## src/sv/rtc_fields_to_epoch_seconds_unit_assert.svh

```systemverilog
// ----------------------------------------------------------------------------
// RTC epoch seconds unit assertion macros
// Clocked concurrent assertion wrappers used by the RTL that asserts.
// ----------------------------------------------------------------------------
`ifndef RTC_FIELDS_TO_EPOCH_SECONDS_UNIT_ASSERT_SVH
`define RTC_FIELDS_TO_EPOCH_SECONDS_UNIT_ASSERT_SVH

// assertion sampled on the rising clock, off during reset
`define RFES_ASSERT(label, clk, rst, prop, msg) \
   label: assert property (@(posedge clk) disable iff (rst) prop) else $error(msg);

// assertion sampled on the rising clock, also checked during reset
`define RFES_ASSERT_ALWAYS(label, clk, prop, msg) \
   label: assert property (@(posedge clk) prop) else $error(msg);

`endif

```

## src/sv/rfes_pkg.sv

```systemverilog
// ----------------------------------------------------------------------------
// RTC epoch seconds package
// Shared types, codes, constants and calendar helpers.
// ----------------------------------------------------------------------------
package rfes_pkg;

   localparam int RAW_W      = 8;
   localparam int EPOCH_W    = 38;
   localparam int STATUS_W   = 2;
   localparam int REQ_DATA_W = 56;
   localparam int RSP_DATA_W = 40;
   localparam int CSR_INDEX_W = 1;
   localparam int CSR_DATA_W  = 1;

   localparam logic [CSR_INDEX_W-1:0] CSR_BINARY_MODE  = 1'd0;
   localparam logic [CSR_INDEX_W-1:0] CSR_HOUR_24_MODE = 1'd1;

   localparam logic [STATUS_W-1:0] ST_OK    = 2'd0;
   localparam logic [STATUS_W-1:0] ST_EARLY = 2'd1;
   localparam logic [STATUS_W-1:0] ST_RANGE = 2'd2;

   localparam logic [EPOCH_W-1:0] SEC_PER_MIN    = 38'd60;
   localparam logic [EPOCH_W-1:0] SEC_PER_HOUR   = 38'd3600;
   localparam logic [EPOCH_W-1:0] SEC_PER_DAY    = 38'd86400;
   localparam logic [EPOCH_W-1:0] SEC_PER_YEAR   = 38'd31536000;
   localparam logic [EPOCH_W-1:0] SEC_PER_LEAPYR = 38'd31622400;

   localparam logic [6:0] EPOCH_CENTURY = 7'd19;
   localparam logic [6:0] EPOCH_YEAR    = 7'd70;
   localparam logic [6:0] YEAR_LAST     = 7'd99;

   typedef struct packed {
      logic [5:0] second;
      logic [5:0] minute;
      logic [4:0] hour;
      logic [4:0] day;
      logic [3:0] month;
      logic [6:0] year;
      logic [6:0] century;
   } rfes_fields_type;

   typedef struct packed {
      logic idle;
      logic done;
   } rfes_walk_stat_type;

   typedef struct packed {
      logic [EPOCH_W-1:0]  epoch;
      logic [STATUS_W-1:0] status;
   } rfes_result_type;

   function automatic logic leap_of(input logic [6:0] yy, input logic [6:0] cc);
      leap_of = (yy != 7'd0) ? (yy[1:0] == 2'd0) : (cc[1:0] == 2'd0);
   endfunction

   function automatic logic [4:0] month_len(input logic [3:0] m, input logic leap);
      case (m) inside
         4'd1, 4'd3, 4'd5, 4'd7, 4'd8, 4'd10, 4'd12: month_len = 5'd31;
         4'd4, 4'd6, 4'd9, 4'd11:                    month_len = 5'd30;
         4'd2:    month_len = leap ? 5'd29 : 5'd28;
         default: month_len = 5'd0;
      endcase
   endfunction

   function automatic logic [EPOCH_W-1:0] month_secs(input logic [3:0] m, input logic leap);
      case (m) inside
         4'd1, 4'd3, 4'd5, 4'd7, 4'd8, 4'd10, 4'd12: month_secs = 38'd2678400;
         4'd4, 4'd6, 4'd9, 4'd11:                    month_secs = 38'd2592000;
         4'd2:    month_secs = leap ? 38'd2505600 : 38'd2419200;
         default: month_secs = 38'd0;
      endcase
   endfunction

endpackage

```

## src/sv/rfes_decode.sv

```systemverilog
// ----------------------------------------------------------------------------
// RTC epoch seconds field decoder
// Decodes the raw clock bytes, converts 12-hour time, checks every range and flags years before 1970.
// ----------------------------------------------------------------------------
module rfes_decode
   import rfes_pkg::*;
(
   input  logic [REQ_DATA_W-1:0] raw,
   input  logic                  binary_mode,
   input  logic                  hour_24_mode,
   output rfes_fields_type       fields,
   output logic [STATUS_W-1:0]   status
);

   function automatic logic [8:0] dec(input logic [7:0] b, input logic bin);
      logic       bad_d;
      logic [7:0] v;
      bad_d = 1'b0;
      v     = b;
      if (!bin) begin
         bad_d = (b[7:4] > 4'd9) || (b[3:0] > 4'd9);
         v     = {1'b0, b[7:4], 3'b000} + {3'b000, b[7:4], 1'b0} + {4'b0000, b[3:0]};
      end
      dec = {bad_d, v};
   endfunction

   logic [8:0] d_sec, d_min, d_hour, d_day, d_mon, d_yr, d_cen;
   logic       pm;
   logic       hour_bad;
   logic [4:0] hour;
   logic [4:0] h12_base;
   logic       leap;
   logic [4:0] mlen;
   logic       range_bad;
   logic       early;

   assign pm    = raw[23];
   assign d_sec = dec(raw[7:0],   binary_mode);
   assign d_min = dec(raw[15:8],  binary_mode);
   assign d_day = dec(raw[31:24], binary_mode);
   assign d_mon = dec(raw[39:32], binary_mode);
   assign d_yr  = dec(raw[47:40], binary_mode);
   assign d_cen = dec(raw[55:48], binary_mode);

   always_comb begin
      h12_base = 5'd0;
      if (hour_24_mode) begin
         d_hour   = dec(raw[23:16], binary_mode);
         hour_bad = d_hour[8] || (d_hour[7:0] > 8'd23);
         hour     = d_hour[4:0];
      end else begin
         d_hour   = dec({1'b0, raw[22:16]}, binary_mode);
         hour_bad = d_hour[8] || (d_hour[7:0] == 8'd0) || (d_hour[7:0] > 8'd12);
         h12_base = (d_hour[7:0] == 8'd12) ? 5'd0 : d_hour[4:0];
         hour     = h12_base + (pm ? 5'd12 : 5'd0);
      end
   end

   assign leap = leap_of(d_yr[6:0], d_cen[6:0]);
   assign mlen = month_len(d_mon[3:0], leap);

   assign range_bad = d_sec[8] || d_min[8] || d_day[8] || d_mon[8] || d_yr[8] || d_cen[8]
                   || hour_bad
                   || (d_sec[7:0] > 8'd59) || (d_min[7:0] > 8'd59)
                   || (d_yr[7:0] > 8'd99)  || (d_cen[7:0] > 8'd99)
                   || (d_mon[7:0] < 8'd1)  || (d_mon[7:0] > 8'd12)
                   || (d_day[7:0] < 8'd1)  || (d_day[7:0] > {3'b000, mlen});

   assign early = (d_cen[6:0] < EPOCH_CENTURY)
               || ((d_cen[6:0] == EPOCH_CENTURY) && (d_yr[6:0] < EPOCH_YEAR));

   assign status = range_bad ? ST_RANGE : (early ? ST_EARLY : ST_OK);

   assign fields.second  = d_sec[5:0];
   assign fields.minute  = d_min[5:0];
   assign fields.hour    = hour;
   assign fields.day     = d_day[4:0];
   assign fields.month   = d_mon[3:0];
   assign fields.year    = d_yr[6:0];
   assign fields.century = d_cen[6:0];

endmodule

```

## src/sv/rfes_walk.sv

```systemverilog
// ----------------------------------------------------------------------------
// RTC epoch seconds calendar walk
// Sequencer that builds epoch seconds with one shared 38-bit adder, one
// year, month, day, hour or minute per cycle.
// ----------------------------------------------------------------------------
module rfes_walk
   import rfes_pkg::*;
(
   input  logic                clock,
   input  logic                reset,
   input  logic                start,
   input  logic                take,
   input  rfes_fields_type     fields,
   input  logic [STATUS_W-1:0] status,
   output rfes_walk_stat_type  stat,
   output rfes_result_type     result
);

   localparam logic [2:0] S_IDLE  = 3'd0;
   localparam logic [2:0] S_YEAR  = 3'd1;
   localparam logic [2:0] S_MONTH = 3'd2;
   localparam logic [2:0] S_DAY   = 3'd3;
   localparam logic [2:0] S_HOUR  = 3'd4;
   localparam logic [2:0] S_MIN   = 3'd5;
   localparam logic [2:0] S_SEC   = 3'd6;
   localparam logic [2:0] S_DONE  = 3'd7;

   logic [2:0]          state_ff, state_in;
   rfes_fields_type     fld_ff, fld_in;
   logic [STATUS_W-1:0] status_ff, status_in;
   logic [EPOCH_W-1:0]  acc_ff, acc_in;
   logic [6:0]          yy_ff, yy_in;
   logic [6:0]          cc_ff, cc_in;
   logic [3:0]          mcnt_ff, mcnt_in;
   logic [5:0]          cnt_ff, cnt_in;
   logic [EPOCH_W-1:0]  addend;
   logic [EPOCH_W-1:0]  sum;
   logic                leap_cur;

   assign leap_cur = leap_of(yy_ff, cc_ff);
   assign sum      = acc_ff + addend;

   always_comb begin
      state_in  = state_ff;
      fld_in    = fld_ff;
      status_in = status_ff;
      acc_in    = acc_ff;
      yy_in     = yy_ff;
      cc_in     = cc_ff;
      mcnt_in   = mcnt_ff;
      cnt_in    = cnt_ff;
      addend    = '0;
      unique case (state_ff)
         S_IDLE: begin
            if (start) begin
               fld_in    = fields;
               status_in = status;
               acc_in    = '0;
               yy_in     = EPOCH_YEAR;
               cc_in     = EPOCH_CENTURY;
               mcnt_in   = 4'd1;
               state_in  = (status == ST_OK) ? S_YEAR : S_DONE;
            end
         end
         S_YEAR: begin
            if ((yy_ff == fld_ff.year) && (cc_ff == fld_ff.century)) begin
               state_in = S_MONTH;
            end else begin
               addend = leap_cur ? SEC_PER_LEAPYR : SEC_PER_YEAR;
               acc_in = sum;
               if (yy_ff == YEAR_LAST) begin
                  yy_in = 7'd0;
                  cc_in = cc_ff + 7'd1;
               end else begin
                  yy_in = yy_ff + 7'd1;
               end
            end
         end
         S_MONTH: begin
            if (mcnt_ff == fld_ff.month) begin
               state_in = S_DAY;
               cnt_in   = {1'b0, fld_ff.day - 5'd1};
            end else begin
               addend  = month_secs(mcnt_ff, leap_cur);
               acc_in  = sum;
               mcnt_in = mcnt_ff + 4'd1;
            end
         end
         S_DAY: begin
            if (cnt_ff == 6'd0) begin
               state_in = S_HOUR;
               cnt_in   = {1'b0, fld_ff.hour};
            end else begin
               addend = SEC_PER_DAY;
               acc_in = sum;
               cnt_in = cnt_ff - 6'd1;
            end
         end
         S_HOUR: begin
            if (cnt_ff == 6'd0) begin
               state_in = S_MIN;
               cnt_in   = fld_ff.minute;
            end else begin
               addend = SEC_PER_HOUR;
               acc_in = sum;
               cnt_in = cnt_ff - 6'd1;
            end
         end
         S_MIN: begin
            if (cnt_ff == 6'd0) begin
               state_in = S_SEC;
            end else begin
               addend = SEC_PER_MIN;
               acc_in = sum;
               cnt_in = cnt_ff - 6'd1;
            end
         end
         S_SEC: begin
            addend   = {{(EPOCH_W-6){1'b0}}, fld_ff.second};
            acc_in   = sum;
            state_in = S_DONE;
         end
         S_DONE: begin
            if (take) begin
               state_in = S_IDLE;
            end
         end
         default: begin
            state_in = S_IDLE;
         end
      endcase
   end

   always_ff @(posedge clock) begin
      if (reset) begin
         state_ff <= S_IDLE;
      end else begin
         state_ff <= state_in;
      end
   end

   always_ff @(posedge clock) begin
      fld_ff    <= fld_in;
      status_ff <= status_in;
      acc_ff    <= acc_in;
      yy_ff     <= yy_in;
      cc_ff     <= cc_in;
      mcnt_ff   <= mcnt_in;
      cnt_ff    <= cnt_in;
   end

   assign stat.idle     = (state_ff == S_IDLE);
   assign stat.done     = (state_ff == S_DONE);
   assign result.epoch  = acc_ff;
   assign result.status = status_ff;

endmodule

```

## src/sv/rtc_fields_to_epoch_seconds_unit.sv

```systemverilog
// ----------------------------------------------------------------------------
// RTC fields to epoch seconds unit
// Converts one word of raw RTC bytes to Unix epoch seconds with a status.
// ----------------------------------------------------------------------------
// One word at a time: req_tready is high only while the calendar walk is idle.
// The walk sequencer adds one year, month, day, hour or minute per cycle through
// a single 38-bit adder, counting up from 1970, then adds the seconds; words with
// status 1 or 2 skip the walk and finish with zero seconds. The result sits in
// an output register, so the next word is taken while it waits. Write csr_*
// only while no word is in flight.
// ----------------------------------------------------------------------------
`include "rtc_fields_to_epoch_seconds_unit_assert.svh"

module rtc_fields_to_epoch_seconds_unit
   import rfes_pkg::*;
(
   input  logic                   clock,
   input  logic                   reset,
   // raw_second, raw_minute, raw_hour, raw_day, raw_month, raw_year, raw_century
   input  logic [REQ_DATA_W-1:0]  req_tdata,
   input  logic                   req_tvalid,
   output logic                   req_tready,
   // epoch_seconds, status
   output logic [RSP_DATA_W-1:0]  rsp_tdata,
   output logic                   rsp_tvalid,
   input  logic                   rsp_tready,
   input  logic                   csr_wen,
   input  logic [CSR_INDEX_W-1:0] csr_index,
   input  logic [CSR_DATA_W-1:0]  csr_wdata
);

   logic                binary_mode_ff, binary_mode_in;
   logic                hour_24_mode_ff, hour_24_mode_in;
   logic                rsp_valid_ff, rsp_valid_in;
   rfes_result_type     rsp_ff, rsp_in;
   rfes_fields_type     dec_fields;
   logic [STATUS_W-1:0] dec_status;
   rfes_walk_stat_type  walk_stat;
   rfes_result_type     walk_result;
   logic                start;
   logic                take;

   always_comb begin
      binary_mode_in  = binary_mode_ff;
      hour_24_mode_in = hour_24_mode_ff;
      if (csr_wen) begin
         unique case (csr_index)
            CSR_BINARY_MODE:  binary_mode_in  = csr_wdata[0];
            CSR_HOUR_24_MODE: hour_24_mode_in = csr_wdata[0];
            default: ;
         endcase
      end
   end

   always_ff @(posedge clock) begin
      if (reset) begin
         binary_mode_ff  <= 1'b0;
         hour_24_mode_ff <= 1'b1;
      end else begin
         binary_mode_ff  <= binary_mode_in;
         hour_24_mode_ff <= hour_24_mode_in;
      end
   end

   rfes_decode u_decode (
      .raw          (req_tdata),
      .binary_mode  (binary_mode_ff),
      .hour_24_mode (hour_24_mode_ff),
      .fields       (dec_fields),
      .status       (dec_status)
   );

   assign req_tready = walk_stat.idle;
   assign start      = req_tvalid && req_tready;
   assign take       = walk_stat.done && (!rsp_valid_ff || rsp_tready);

   rfes_walk u_walk (
      .clock  (clock),
      .reset  (reset),
      .start  (start),
      .take   (take),
      .fields (dec_fields),
      .status (dec_status),
      .stat   (walk_stat),
      .result (walk_result)
   );

   always_comb begin
      rsp_valid_in = rsp_valid_ff;
      rsp_in       = rsp_ff;
      if (rsp_valid_ff && rsp_tready) begin
         rsp_valid_in = 1'b0;
      end
      if (take) begin
         rsp_valid_in = 1'b1;
         rsp_in       = walk_result;
      end
   end

   always_ff @(posedge clock) begin
      if (reset) begin
         rsp_valid_ff <= 1'b0;
      end else begin
         rsp_valid_ff <= rsp_valid_in;
      end
   end

   always_ff @(posedge clock) begin
      rsp_ff <= rsp_in;
   end

   assign rsp_tvalid = rsp_valid_ff;
   assign rsp_tdata  = {rsp_ff.status, rsp_ff.epoch};

   `RFES_ASSERT(a_error_zero, clock, reset, (rsp_valid_ff && (rsp_ff.status != ST_OK)) |-> (rsp_ff.epoch == '0), "error word carries nonzero seconds")
   `RFES_ASSERT(a_status_legal, clock, reset, rsp_valid_ff |-> ((rsp_ff.status == ST_OK) || (rsp_ff.status == ST_EARLY) || (rsp_ff.status == ST_RANGE)), "illegal status code")
   `RFES_ASSERT(a_start_busy, clock, reset, start |=> !walk_stat.idle, "walk stayed idle after accept")
   `RFES_ASSERT_ALWAYS(a_reset_idle, clock, reset |=> (walk_stat.idle && !rsp_valid_ff), "walk busy or word pending after reset")

endmodule
```

## config.mk

```make
export PLATFORM = sky130hd
export DESIGN_NAME = rtc_fields_to_epoch_seconds_unit
export DESIGN_NICKNAME = d
export VERILOG_FILES = /design/src/sv/rfes_pkg.sv /design/src/sv/rfes_decode.sv /design/src/sv/rfes_walk.sv /design/src/sv/rtc_fields_to_epoch_seconds_unit.sv
export VERILOG_INCLUDE_DIRS = /design/src /design/src/sv
export SDC_FILE = /design/constraint.sdc
export NUM_CORES = 1
export LEC_CHECK = 0
export BUFFER_PORTS_ARGS = -buffer_cell sky130_fd_sc_hd__buf_2
export CORE_AREA = 2 2 142 144
export DETAILED_ROUTE_END_ITERATION = 7
export DIE_AREA = 0 0 144 146
export PLACE_DENSITY = 0.83
export SETUP_SLACK_MARGIN = 0.1
export SKIP_CTS_REPAIR_TIMING = 1
export SYNTH_ARGS = -nofsm -noshare
export SYNTH_HDL_FRONTEND = slang
export SYNTH_SLANG_ARGS = --single-unit
export TNS_END_PERCENT = 30
```

## constraint.sdc

```tcl
create_clock -name clock -period 5.04 [get_ports clock]
set_input_delay 1.008 -clock clock [delete_from_list [all_inputs] [get_ports clock]]
set_output_delay 1.008 -clock clock [all_outputs]
set_load 0.005 [all_outputs]
```

==> results by group <==
Synth
  • Top cell type's share of synthesized area: 0.411
  • Top cells by area, synth: edfxtp_1, ha_1, fa_1, xor2_1, o21ai_0
  • Main synth FF type: edfxtp_1
  • Cell area after synthesis: 10500 um2
  • Synth Register Bits: 150
  • Synth async-reset ratio: 0
  • Seq/Total Area, Yosys: 0.423
  • Netlist cell types: 82
  • Leading area contributor after synthesis: edfxtp_1
  • Syn avg cell area: slightly above 10 um2
  • Number of flops mapped to enable cells by yosys: roughly 140
  • Syn nets: 1192
  • Syn Inst Count: 1021
  • Ys Warns: 0

Power and ir drop
  • Max VDD drop: about 0.23 mV
  • Switching pwr: 2.36 mW
  • Pleak: a little under 5 nW
  • Sequential share of power: 0.371
  • Comb pwr share: 0.411
  • Net Sw Frac: 0.388
  • Clock power frac: 0.218
  • P per Cell Area: 510 nW/um2
  • Internal power: around 3.7 mW

Die
  • Initial core utilization: 0.544
  • Total I/O pin count: 105
  • Site Rows: 51
  • Core Area: 19300 um2
  • Die width: 144 um
  • Die Height: 146 um
  • Die area: 21000 um2

Setup path
  • Max stage delay cell, worst path: fa_1
  • Worst Setup End Kind: flop
  • Worst-path fanout max: 4
  • Setup crit start: req_tdata[43]
  • Crit-path max cell delay: 0.61 ns
  • Worst path required time: 5.35 ns
  • RR Startpoint: u_walk.mcnt_ff[1]
  • Critical path class: in -> reg
  • Critical-path cell list: buf_2 -> fa_1 -> ha_1 -> a21o_1 -> a2111oi_0 -> nand3b_1 -> or4_1 -> nand4b_1 -> a221oi_1 -> a21o_1 -> ha_1 -> nor2b_1 -> o21ai_0 -> nand2b_1 -> a221oi_1 -> o211ai_1 -> nand3b_1 -> nor4b_2 -> a21oi_1
  • Crit start category: input pin
  • Worst endpoint data arrival time: 4.85 ns

Run status
  • Status: completed

Detailed routing
  • Via Count: 8197
  • Post-route antenna net violation count: 0
  • DR iter-0 viols: 576
  • DRC: 0
  • Drt first pass iters: 8
  • DR vias/cell: between 5 and 6
  • Routed WL: 22.7 mm
  • Routed length per instance: around 16 um

STA
  • Final Max Slew Viols: 0
  • Final Cycle Share: 0.900
  • Slew HR: 0.166
  • Fmax: 220 MHz
  • Unrepaired setup endpoints after global routing: false
  • Total negative slack: 0 ns
  • Min Tclk post-route: 4.54 ns
  • Skew final: around 0.0096 ns
  • Worst-Margin Slew: 1.24 ns
  • Final hold violation count: 0
  • Final setup vio count: 0

Place
  • Placer Congestion: 0.929
  • Placed instance area: 11300 um2
  • Placed cells: 1369
  • DPL Wire Length: around 17 mm
  • # port buffers: 104

Layout
  • Design area: 11900 um2
  • Final cell count without fillers: 1401
  • Fillers: 1528
  • Layout cells sized above 1: 0.158
  • Ant diodes: 0
  • Syn-to-layout area delta: 13.4%
  • Fin nets: about 1300

Clock tree
  • Inserted Clock Buffers: 17
  • Clock-pin slew on the worst setup and hold paths: 0.06 ns
  • CTS root buf: clkbuf_16
  • Clk buf depth: 2
  • Clock Sink Count: 150
  • Clock H-tree levels: 4
  • CTS tree: built
  • Skew-Pair Late Insertion Delay: 0.43 ns

GRT
  • Vias in the first global route: 7992
  • Largest net degree at the start of global routing: 43
  • Total grt overflow: 0
  • Initial antenna violation count: 0
  • Global Route Usage Sum: 0.225
  • First-pass GRT wire length: approximately 38 mm

Hold path
  • Worst hold path class: reg -> reg
  • HP Start: u_walk.status_ff[1]

Job
  • Max Cap Viol: 0
[power by group through the flow]
stage	Sequential [mW]	Clock, mW	Combinational [mW]
global placement	2.25	0	2.36
finish	2.25	1.33	2.50
detailed placement	2.27	0	2.46
global route	2.29	1.39	2.83
CTS	2.25	1.34	2.49
floorplan	2.14	0	1.94
[layout by cell type (no fill, tap or decap), types with 10 or more instances in the layout]
master	netlist	routed
mux2_2	15	15
nor2b_1	14	14
or3_1	17	17
mux2i_1	18	18
o21ai_0	62	62
a21oi_1	58	58
nor2_1	72	72
and3_1	12	12
edfxtp_1	144	144
nand2b_1	17	17
xnor2_1	22	22
nand2_1	73	73
nor3_1	29	29
inv_1	61	61
buf_2	4	104
o31ai_1	11	11
ha_1	91	91
fa_1	17	17
nand3_1	35	35
and2_1	12	11
clkbuf_16	0	17
xor2_1	38	38
a21o_1	16	16
o21a_1	14	14
or4_1	10	10
[routing by layer]
layer,global-route usage,part of all wire,vias to the layer above
li1,-,-,4025
met1,0.291,0.43,3825
met2,0.373,0.48,286
met3,0.0401,0.058,61
met4,0.0892,0.032,0
met5,0,0,-
[cell usage after synthesis (18+ instances only)]
master      n
nor3_1     29
xnor2_1    22
a21oi_1    58
inv_1      61
nor2_1     72
mux2i_1    18
o21ai_0    62
nand2_1    73
xor2_1     38
clkbuf_1   20
nand3_1    35
edfxtp_1  144
ha_1       91
[worst paths after layout]
kind,to,cells past startpoint,slack (ns)
max,u_walk.state_ff[2],19,0.50
min,rsp_tdata[39],0,0.43
max reg2reg,u_walk.acc_ff[18],14,0.63
min reg2reg,rsp_tdata[39],0,0.43
[final cells by class]
type | instances | area (um2) | share of cell area
multi-input combinational | 779 | 5690 | 0.478
sequential | 150 | 4450 | 0.373
timing repair buffer | 113 | 588 | 0.0493
clock buffer | 17 | 425 | 0.0357
tap | 265 | 332 | 0.0278
inverter | 62 | 240 | 0.0202
clock inverter | 15 | 193 | 0.0162
[sequential cells by signal (all words and copies together) (netlist names)]
register	count
rsp_tdata	40
u_walk.fld_ff	40
u_walk.acc_ff	38
u_walk.cc_ff	7
u_walk.yy_ff	7
u_walk.cnt_ff	6
u_walk.mcnt_ff	4
u_walk.state_ff	3
u_walk.status_ff	2
binary_mode_ff	1
hour_24_mode_ff	1
rsp_tvalid	1
[cells by family (layout without fill, tap and decap cells)]
| logic type | count (synthesis) | count (layout) | synth area share |
|---|---|---|---|
| compound gates | 240 | 240 | 0.148 |
| xor+xnor | 60 | 60 | 0.0500 |
| fa+ha+maj | 108 | 108 | 0.141 |
| buf+inv | 92 | 207 | 0.0373 |
| flops | 150 | 150 | 0.423 |
| mux | 34 | 34 | 0.0346 |
| simple gates | 337 | 337 | 0.167 |
[metrics by stage]
step	hold WS, ns	total power [mW]	utilization	setup slack (ns)
global route	0.443	6.51	0.616	0.203
global placement	0.409	4.62	0.584	0.199
detailed placement	0.407	4.73	0.584	0.0619
finish	0.427	6.08	0.616	0.502
floorplan	0.400	4.09	-	0.270
CTS	0.427	6.08	0.616	0.510
[worst max-delay path: cells and delay by family]
| kind | cells | cell delay (ns) |
|---|---|---|
| AO/OA/AOI/OAI | 8 | 1.63 |
| adder cells (fa/ha/maj) | 3 | 0.99 |
| buffers and inverters | 1 | 0.12 |
| AND/OR/NAND/NOR | 7 | 1.07 |
(Power assumes the default switching activity.)
